## src/sv/marker_frame_receiver_crc16_unit_assert.svh

```systemverilog
// Assertion macros shared by the framed receiver modules.
// No dependencies; define ASSERT_OFF to compile the checks away.
`ifndef MARKER_FRAME_RECEIVER_CRC16_UNIT_ASSERT_SVH
`define MARKER_FRAME_RECEIVER_CRC16_UNIT_ASSERT_SVH
`ifndef ASSERT_OFF
// Checked property, switched off while reset is asserted.
`define MFR_ASSERT(lbl, clk, rst_n, prop) \
	lbl: assert property (@(posedge clk) disable iff (!rst_n) prop) \
	else $error("mfr assertion failed");
// Checked property that also holds during reset.
`define MFR_ASSERT_ALWAYS(lbl, clk, prop) \
	lbl: assert property (@(posedge clk) prop) \
	else $error("mfr assertion failed");
`else
`define MFR_ASSERT(lbl, clk, rst_n, prop)
`define MFR_ASSERT_ALWAYS(lbl, clk, prop)
`endif
`endif

```

## src/sv/mfr_pkg.sv

```systemverilog
// Shared types, constants and the CRC-16/MODBUS byte step for the framed receiver.
// No dependencies; imported by the top level, the controller and the datapath.
package mfr_pkg;

	localparam int unsigned MaxLenDef = 32;
	localparam int unsigned ByteW     = 8;
	localparam int unsigned LenW      = 5;

	localparam logic [15:0] CrcInit = 16'hFFFF;
	localparam logic [15:0] CrcPoly = 16'hA001;

	localparam logic [ByteW-1:0] StartMarkerRst = 8'h02;
	localparam logic [ByteW-1:0] EndMarkerRst   = 8'h03;

	typedef enum logic [0:0] {
		CFG_START_MARKER = 1'b0,
		CFG_END_MARKER   = 1'b1
	} cfg_idx_t;

	// Commands from the controller to the datapath.
	typedef struct packed {
		logic cnt_clr;
		logic store;
		logic crc_start;
		logic crc_issue;
		logic emit_start;
		logic emit_issue;
		logic emit_load;
		logic emit_empty;
	} mfr_cmd_t;

	// Status from the datapath to the controller.
	typedef struct packed {
		logic is_start;
		logic is_end;
		logic len_ok;
		logic issue_done;
		logic crc_match;
		logic plen_zero;
		logic emit_done;
		logic out_free;
	} mfr_sts_t;

	// One byte through the reflected CRC-16/MODBUS register, LSB first.
	function automatic logic [15:0] crc16_byte(input logic [15:0] crc_in,
			input logic [ByteW-1:0] data);
		logic [15:0] c;
		c = crc_in ^ {8'h00, data};
		for (int b = 0; b < 8; b++) begin
			c = c[0] ? ((c >> 1) ^ CrcPoly) : (c >> 1);
		end
		return c;
	endfunction

endpackage

```

## src/sv/marker_frame_receiver_crc16_unit.sv

```systemverilog
// Top level of the marker-framed serial receiver with CRC-16/MODBUS check.
// Depends on mfr_pkg, mfr_ctrl, mfr_datapath and mfr_ram.
//
// Usage: received bytes arrive one transfer at a time on rx_byte (in_valid /
// in_ready). A start-marker byte opens a frame and empties the buffer; other
// bytes inside a frame are stored until MAX_LEN are held. An end-marker byte
// closes the frame, and a frame of 2 to MAX_LEN-1 bytes is then checked: its
// last two bytes, low byte first, must match CRC-16/MODBUS over the payload.
// On a match the payload leaves as one output transfer per byte, with is_last
// on the final one; a frame of only the two CRC bytes yields one transfer with
// empty_frame set. The two marker values are written through the cfg port,
// which always accepts, and must only be changed while the block is idle.
// Sequence: an end marker that triggers a check first sweeps the single read
// port of the frame buffer once for the CRC, then drains the payload with one
// buffer read per payload byte, each followed by a load of the output register.
// in_ready stays low from the end marker until the last payload byte sits in
// the output register, so the next byte can be taken while that result still
// waits. A stalled receiver simply holds the drain. Reset clears the markers
// to their defaults, closes any frame and drops a pending result; the buffer
// itself needs no clearing.
module marker_frame_receiver_crc16_unit import mfr_pkg::*; #(
	parameter int unsigned MAX_LEN = MaxLenDef
) (
	input  logic             clk,
	input  logic             arst_n,
	input  logic             in_valid,
	output logic             in_ready,
	input  logic [ByteW-1:0] rx_byte,
	output logic             out_valid,
	input  logic             out_ready,
	output logic [ByteW-1:0] payload_byte,
	output logic             is_last,
	output logic [LenW-1:0]  payload_length,
	output logic             empty_frame,
	input  logic             cfg_valid,
	output logic             cfg_ready,
	input  cfg_idx_t         cfg_index,
	input  logic [ByteW-1:0] cfg_data
);

	mfr_cmd_t cmd;
	mfr_sts_t sts;

	// Register writes complete in the cycle they are offered.
	assign cfg_ready = 1'b1;

	mfr_ctrl u_ctrl (
		.clk     (clk),
		.arst_n  (arst_n),
		.in_valid(in_valid),
		.in_ready(in_ready),
		.sts     (sts),
		.cmd     (cmd)
	);

	mfr_datapath #(
		.MaxLen(MAX_LEN)
	) u_dp (
		.clk           (clk),
		.arst_n        (arst_n),
		.cfg_valid     (cfg_valid && cfg_ready),
		.cfg_index     (cfg_index),
		.cfg_data      (cfg_data),
		.rx_byte       (rx_byte),
		.out_ready     (out_ready),
		.cmd           (cmd),
		.sts           (sts),
		.out_valid     (out_valid),
		.payload_byte  (payload_byte),
		.is_last       (is_last),
		.payload_length(payload_length),
		.empty_frame   (empty_frame)
	);

endmodule

```

## src/sv/mfr_ram.sv

```systemverilog
// Generic single write port, single read port RAM with registered read data.
// No dependencies.
module mfr_ram #(
	parameter int unsigned Width = 8,
	parameter int unsigned Depth = 32,
	localparam int unsigned AddrW = $clog2(Depth)
) (
	input  logic             clk,
	input  logic             we,
	input  logic [AddrW-1:0] waddr,
	input  logic [Width-1:0] wdata,
	input  logic             re,
	input  logic [AddrW-1:0] raddr,
	output logic [Width-1:0] rdata
);

	logic [Width-1:0] mem_q [Depth];

	always_ff @(posedge clk) begin
		if (we) begin
			mem_q[waddr] <= wdata;
		end
		if (re) begin
			rdata <= mem_q[raddr];
		end
	end

endmodule

```

## src/sv/mfr_datapath.sv

```systemverilog
// Datapath of the framed receiver: marker registers, byte count, frame buffer,
// CRC register and the output register. Depends on mfr_pkg and mfr_ram.
`include "marker_frame_receiver_crc16_unit_assert.svh"
module mfr_datapath import mfr_pkg::*; #(
	parameter int unsigned MaxLen = MaxLenDef
) (
	input  logic             clk,
	input  logic             arst_n,
	input  logic             cfg_valid,
	input  cfg_idx_t         cfg_index,
	input  logic [ByteW-1:0] cfg_data,
	input  logic [ByteW-1:0] rx_byte,
	input  logic             out_ready,
	input  mfr_cmd_t         cmd,
	output mfr_sts_t         sts,
	output logic             out_valid,
	output logic [ByteW-1:0] payload_byte,
	output logic             is_last,
	output logic [LenW-1:0]  payload_length,
	output logic             empty_frame
);

	localparam int unsigned CntW = $clog2(MaxLen + 1);
	localparam int unsigned AddrW = $clog2(MaxLen);

	logic [ByteW-1:0] start_q, end_q;
	logic [CntW-1:0]  count_q, idx_q, idx_s1, plen;
	logic             chk_pend_s1;
	logic [15:0]      crc_q;
	logic             match_q;
	logic             out_valid_q;
	logic             ram_we;
	logic [ByteW-1:0] ram_rdata;

	assign plen   = count_q - CntW'(2);
	assign ram_we = cmd.store && (count_q < CntW'(MaxLen));

	mfr_ram #(
		.Width(ByteW),
		.Depth(MaxLen)
	) u_buf (
		.clk  (clk),
		.we   (ram_we),
		.waddr(count_q[AddrW-1:0]),
		.wdata(rx_byte),
		.re   (cmd.crc_issue || cmd.emit_issue),
		.raddr(idx_q[AddrW-1:0]),
		.rdata(ram_rdata)
	);

	always_ff @(posedge clk or negedge arst_n) begin
		if (!arst_n) begin
			start_q <= StartMarkerRst;
			end_q   <= EndMarkerRst;
		end else if (cfg_valid) begin
			unique case (cfg_index)
				CFG_START_MARKER: start_q <= cfg_data;
				CFG_END_MARKER:   end_q   <= cfg_data;
				default:          ;
			endcase
		end
	end

	always_ff @(posedge clk or negedge arst_n) begin
		if (!arst_n) begin
			count_q     <= '0;
			idx_q       <= '0;
			chk_pend_s1 <= 1'b0;
			out_valid_q <= 1'b0;
		end else begin
			if (cmd.cnt_clr) begin
				count_q <= '0;
			end else if (ram_we) begin
				count_q <= count_q + CntW'(1);
			end
			if (cmd.crc_start || cmd.emit_start) begin
				idx_q <= '0;
			end else if (cmd.crc_issue || cmd.emit_issue) begin
				idx_q <= idx_q + CntW'(1);
			end
			chk_pend_s1 <= cmd.crc_issue;
			if (cmd.emit_load || cmd.emit_empty) begin
				out_valid_q <= 1'b1;
			end else if (out_ready) begin
				out_valid_q <= 1'b0;
			end
		end
	end

	// Bytes below the payload length feed the CRC; the two after it are compared.
	always_ff @(posedge clk) begin
		idx_s1 <= idx_q;
		if (cmd.crc_start) begin
			crc_q   <= CrcInit;
			match_q <= 1'b1;
		end else if (chk_pend_s1) begin
			if (idx_s1 < plen) begin
				crc_q <= crc16_byte(crc_q, ram_rdata);
			end else if (idx_s1 == plen) begin
				if (ram_rdata != crc_q[7:0]) begin
					match_q <= 1'b0;
				end
			end else if (ram_rdata != crc_q[15:8]) begin
				match_q <= 1'b0;
			end
		end
	end

	always_ff @(posedge clk) begin
		if (cmd.emit_empty) begin
			payload_byte   <= '0;
			is_last        <= 1'b1;
			payload_length <= '0;
			empty_frame    <= 1'b1;
		end else if (cmd.emit_load) begin
			payload_byte   <= ram_rdata;
			is_last        <= (idx_q == plen);
			payload_length <= LenW'(plen);
			empty_frame    <= 1'b0;
		end
	end

	assign out_valid = out_valid_q;

	always_comb begin
		sts.is_start   = (rx_byte == start_q);
		sts.is_end     = (rx_byte == end_q);
		sts.len_ok     = (count_q >= CntW'(2)) && (count_q < CntW'(MaxLen));
		sts.issue_done = (idx_q == count_q);
		sts.crc_match  = match_q;
		sts.plen_zero  = (count_q == CntW'(2));
		sts.emit_done  = (idx_q == plen);
		sts.out_free   = !out_valid_q || out_ready;
	end

	`MFR_ASSERT(a_load_into_free_reg, clk, arst_n, (cmd.emit_load || cmd.emit_empty) |-> (!out_valid_q || out_ready))
	`MFR_ASSERT(a_count_in_range, clk, arst_n, count_q <= CntW'(MaxLen))
	`MFR_ASSERT(a_empty_result_shape, clk, arst_n, (out_valid_q && empty_frame) |-> (is_last && payload_length == '0))

endmodule

```

## src/sv/mfr_ctrl.sv

```systemverilog
// Controller of the framed receiver: frame tracking, CRC sweep and drain sequencing.
// Depends on mfr_pkg; drives the datapath by mfr_cmd_t and reads mfr_sts_t.
`include "marker_frame_receiver_crc16_unit_assert.svh"
module mfr_ctrl import mfr_pkg::*; (
	input  logic     clk,
	input  logic     arst_n,
	input  logic     in_valid,
	output logic     in_ready,
	input  mfr_sts_t sts,
	output mfr_cmd_t cmd
);

	typedef enum logic [2:0] {
		ST_IDLE,
		ST_CHECK,
		ST_DECIDE,
		ST_EMIT_RD,
		ST_EMIT_LD,
		ST_EMIT_EMPTY
	} state_t;

	state_t state_q;
	logic   in_frame_q;
	logic   take;

	assign in_ready = (state_q == ST_IDLE);
	assign take     = in_valid && in_ready;

	always_comb begin
		cmd = '0;
		unique case (state_q)
			ST_IDLE: begin
				if (take) begin
					if (sts.is_start) begin
						cmd.cnt_clr = 1'b1;
					end else if (sts.is_end) begin
						cmd.crc_start = in_frame_q && sts.len_ok;
					end else begin
						cmd.store = in_frame_q;
					end
				end
			end
			ST_CHECK:      cmd.crc_issue  = !sts.issue_done;
			ST_DECIDE:     cmd.emit_start = sts.crc_match && !sts.plen_zero;
			ST_EMIT_RD:    cmd.emit_issue = sts.out_free;
			ST_EMIT_LD:    cmd.emit_load  = 1'b1;
			ST_EMIT_EMPTY: cmd.emit_empty = sts.out_free;
			default:       ;
		endcase
	end

	always_ff @(posedge clk or negedge arst_n) begin
		if (!arst_n) begin
			state_q    <= ST_IDLE;
			in_frame_q <= 1'b0;
		end else begin
			unique case (state_q)
				ST_IDLE: begin
					if (take) begin
						if (sts.is_start) begin
							in_frame_q <= 1'b1;
						end else if (sts.is_end && in_frame_q) begin
							in_frame_q <= 1'b0;
							if (sts.len_ok) begin
								state_q <= ST_CHECK;
							end
						end
					end
				end
				ST_CHECK: begin
					if (sts.issue_done) begin
						state_q <= ST_DECIDE;
					end
				end
				ST_DECIDE: begin
					if (!sts.crc_match) begin
						state_q <= ST_IDLE;
					end else if (sts.plen_zero) begin
						state_q <= ST_EMIT_EMPTY;
					end else begin
						state_q <= ST_EMIT_RD;
					end
				end
				ST_EMIT_RD: begin
					if (sts.out_free) begin
						state_q <= ST_EMIT_LD;
					end
				end
				ST_EMIT_LD:    state_q <= sts.emit_done ? ST_IDLE : ST_EMIT_RD;
				ST_EMIT_EMPTY: begin
					if (sts.out_free) begin
						state_q <= ST_IDLE;
					end
				end
				default:       state_q <= ST_IDLE;
			endcase
		end
	end

	`MFR_ASSERT(a_close_starts_check, clk, arst_n, (take && !sts.is_start && sts.is_end && in_frame_q && sts.len_ok) |=> (state_q == ST_CHECK))
	`MFR_ASSERT(a_decide_after_sweep, clk, arst_n, (state_q == ST_DECIDE) |-> ($past(state_q) == ST_CHECK && $past(sts.issue_done)))
	`MFR_ASSERT(a_load_after_free, clk, arst_n, (state_q == ST_EMIT_LD) |-> $past(sts.out_free))

endmodule

```

## config.mk

```make
export PLATFORM = sky130hd
export DESIGN_NAME = marker_frame_receiver_crc16_unit
export DESIGN_NICKNAME = d
export VERILOG_FILES = /design/src/sv/mfr_pkg.sv /design/src/sv/marker_frame_receiver_crc16_unit.sv /design/src/sv/mfr_ram.sv /design/src/sv/mfr_datapath.sv /design/src/sv/mfr_ctrl.sv
export VERILOG_INCLUDE_DIRS = /design/src /design/src/sv
export SDC_FILE = /design/constraint.sdc
export NUM_CORES = 1
export LEC_CHECK = 0
export ABC_AREA = 1
export BUFFER_PORTS_ARGS = -buffer_cell sky130_fd_sc_hd__buf_2
export CORE_MARGIN = 3
export CORE_UTILIZATION = 45
export DETAILED_ROUTE_END_ITERATION = 16
export SLEW_MARGIN = 10
export SYNTH_ARGS = -nofsm -noshare
export SYNTH_HDL_FRONTEND = slang
export SYNTH_SLANG_ARGS = --single-unit
export TNS_END_PERCENT = 5
```

## constraint.sdc

```tcl
create_clock -name clk -period 3.1 [get_ports clk]
set_input_delay 0.155 -clock clk [delete_from_list [all_inputs] [get_ports clk]]
set_output_delay 0.155 -clock clk [all_outputs]
set_load 0.05 [all_outputs]
```

==> impl_metrics.csv <==
group,metric,value,unit
worst_setup_path,path_max_fanout,18,
worst_setup_path,arrival,3.10,ns
run,maxCapViolations,0,
die,pin_count,40,
worst_setup_path,crit_start,"u_dp.count_q[3]",
worst_setup_path,r2r_slack,0.40,ns
clocking,cts-root-buf,"clkbuf_16",
synthesis,yosysSeqAreaShare,67.27,%
synthesis,synth_top_area_cell,"edfxtp_1",
worst_setup_path,cp-endpoint,"u_dp.crc_q[13]",
route,firstDrtPassIters,5,
place,gp_congestion,0.8228,
clocking,path_clk_slew,0.06,ns
sta,worst_slack,0.4036,ns
global_route,grt_max_degree,93,
layout,final_nets,1394,
route,wirelength,35690,um
die,row_count,64,
clocking,cts_buffer_depth,3,
route,vias,9817,
layout,drive_gt1_share,12.99,%
route,via_per_inst,5.506,
min_path,hold_depth,1,
power,power_density,917.3,nW/um^2
place,dpl.hpwl,22210,um
clocking,h-tree-depth,2,
global_route,grtUsageTotal,21.38,%
synthesis,postSynthAreaPerCell,11.16,sq um
clocking,clock_sinks,336,
synthesis,synth-seq-cells,336,
clocking,clk_latency,0.53,ns
sta,final_hold_viol_count,0,
power,p_leak,6.118,nW
synthesis,synth_edf_count,264,
global_route,antenna_found_initial,2,
layout,syn_to_final_growth,15.62,%
synthesis,synth.area.top_cells,"edfxtp_1 (56%), o21ai_0 (5.7%), dfrtp_1 (5.5%), dfxtp_1 (5.4%), nor2_1 (4.9%)",
route,ant_nets,0,
sta,slew_headroom,42.80,%
worst_setup_path,reg2reg_depth,12,
sta,setup_viol,0,
power,irDropWorstVdd,0.5957,mV
worst_setup_path,worst_ep_required_time,3.50,ns
status,status,"finished clean",
die,core_area,30830,sq um
worst_setup_path,regToRegEndpoint,"u_dp.crc_q[13]",
global_route,grt_pass1_vias,9459,
global_route,overflow,0,
layout,mostFrequentLayoutCells,"edfxtp_1 (264), nor2_1 (186), nand2_1 (178)",
clocking,cts_buffers,37,
worst_setup_path,crit_path_end_kind,"register",
sta,rsz0062_at_grt,"no",
sta,skew,0.01938,ns
die,dieArea,33690,sq um
clocking,cts_tree,"built",
die,die_w,183.6,um
synthesis,syn_area,14190,sq um
route,drc,0,
sta,min_period,2.696,ns
route,wl_per_cell,20.02,um
sta,slew_violations,0,
synthesis,ys.flop_type,"edfxtp_1",
synthesis,mappedNetlistNets,1308,
route,drt-initial-drc-count,998,
synthesis,ys_types,42,
worst_setup_path,path_class,"reg2reg",
sta,timing.final.crit_share,86.98,%
die,initial_utilization,46.01,%
min_path,hp-class,"in2reg",
worst_setup_path,critPathLaunchType,"register",
synthesis,syn-instance-count,1271,
die,die_h,183.6,um
worst_setup_path,r2r-start,"u_dp.count_q[3]",
sta,fmax,370.9,MHz
place,place_ws,0.2952,ns
sta,tightest_slew,0.8549,ns
global_route,grt_pass1_wl,55240,um
synthesis,yosys_warnings,0,
synthesis,synth_top_area_share,55.88,%
place,place.port_buffers,38,
synthesis,synth-async-reset-ratio,10.12,%
layout,layout_commonest_cell,"edfxtp_1",
sta,fin_setup_tns,0,ns
power breakdown:
| part | switching (mW) | internal [mW] | total (mW) | leakage, nW |
|---|---|---|---|---|
| clock network | 1.79 | 2.45 | 4.24 | 0.584 |
| logic | 3.53 | 1.60 | 5.13 | 2.42 |
| registers | 0.350 | 5.33 | 5.68 | 3.11 |
metrics by stage:
stage                     total power, mW  hold slack (ns)  cell area (sq um)  utilization [%]  std cells
after floorplan                     9.291          -0.1406              14190                -       1271
after global placement              10.81           0.3179              15110            49.02       1704
after detailed placement            10.88           0.3105              15110            49.02       1704
after CTS                           15.12         0.002178              16400            53.18       1782
after global routing                15.99          0.01091              16400            53.20       1783
final                               15.05          0.01349              16400            53.20       1783
worst min-delay path by stage:
stage / slack, ns / to / start
4_1_cts: 0.002 / u_dp.u_buf.mem_q[1][2] / rx_byte[2]
3_5_place_dp: 0.31 / u_dp.idx_q[2] / arst_n
2_1_floorplan: -0.14 / u_ctrl.in_frame_q / arst_n
3_3_place_gp: 0.32 / u_dp.idx_q[2] / arst_n
5_1_grt: 0.01 / u_dp.u_buf.mem_q[7][2] / rx_byte[2]
6_report: 0.01 / u_dp.u_buf.mem_q[7][2] / rx_byte[2]
timing repair:
action                                  CTS  global route
endpoints found under the setup margin    0             1
setup buffers                             0             0
hold endpoints to repair                 48             0
gates resized for setup                   0             1
hold buffers                             10             0
Yosys cell counts (2+ instances only):
library cell	count
ha_1	15
nand2_1	178
nand3_1	60
inv_1	75
nand3b_1	2
nor2_1	186
o21ai_2	2
dfrtp_1	31
buf_1	2
o221ai_1	27
xor2_1	25
o21ai_1	5
clkbuf_1	40
buf_2	14
a22o_1	5
edfxtp_1	264
nor3_1	10
nor4_1	2
o22ai_1	37
dfstp_2	3
inv_2	2
buf_4	6
o211ai_1	15
nor2_2	4
xnor2_1	9
dfxtp_1	38
o21ai_0	161
or2_1	7
a21oi_1	9
nand4_1	18
nand2_2	8
flip-flops by register name, summed over array words and instances (netlist names):
| register | cells |
|---|---|
| u_dp.out_valid | 1 |
| u_dp.payload_length | 5 |
| u_ctrl.in_frame_q | 1 |
| u_dp.u_buf.rdata | 8 |
| u_dp.start_q | 8 |
| u_dp.is_last | 1 |
| u_dp.empty_frame | 1 |
| u_ctrl.state_q | 3 |
| u_dp.crc_q | 16 |
| u_dp.end_q | 8 |
| u_dp.idx_s1 | 6 |
| u_dp.payload_byte | 8 |
| u_dp.match_q | 1 |
| u_dp.chk_pend_s1 | 1 |
| u_dp.u_buf.mem_q | 256 |
| u_dp.count_q | 6 |
| u_dp.idx_q | 6 |
cells by family after synthesis:
family	count (synthesis)	share of synthesized area (%)
other	1	0.02643
AND/OR/NAND/NOR	480	14.30
adder cells (fa/ha/maj)	15	1.323
flip-flops	336	67.27
XOR/XNOR	34	2.099
AO/OA/AOI/OAI	265	11.00
buffers and inverters	140	3.987
cell type report:
| cell class | instances | area, sq um |
|---|---|---|
| Timing Repair Buffer | 109 | 798.3 |
| Clock inverter | 22 | 160.2 |
| Fill cell | 2690 | 14430 |
| Tap cell | 396 | 495.5 |
| Sequential cell | 336 | 9548 |
| Multi-Input combinational cell | 795 | 4078 |
| Antenna cell | 1 | 2.502 |
| Clock buffer | 46 | 1022 |
| Inverter | 78 | 297.8 |
metal layers:
metal,vias up,wire length [um],global-route usage [%],part of all wire (%)
li1,4682,-,-,-
met1,4764,16090,30.92,45
met2,307,16400,33.89,46
met3,64,2108,2.909,5.9
met4,0,1088,6.734,3.0
met5,-,0,0,0
worst max-delay path, cell delays in order (launching register included):
cell and delay (ns):
dfrtp_1 0.53, nor2_4 0.20, nand2_2 0.14, o21ai_2 0.18, inv_1 0.09, ha_1 0.29, nand4_1 0.09, inv_1 0.05
o21ai_1 0.06, o211ai_1 0.12, nor2_2 0.17, clkinvlp_4 0.30, o311ai_0 0.36
No activity file was read; power rests on OpenSTA's default activity.
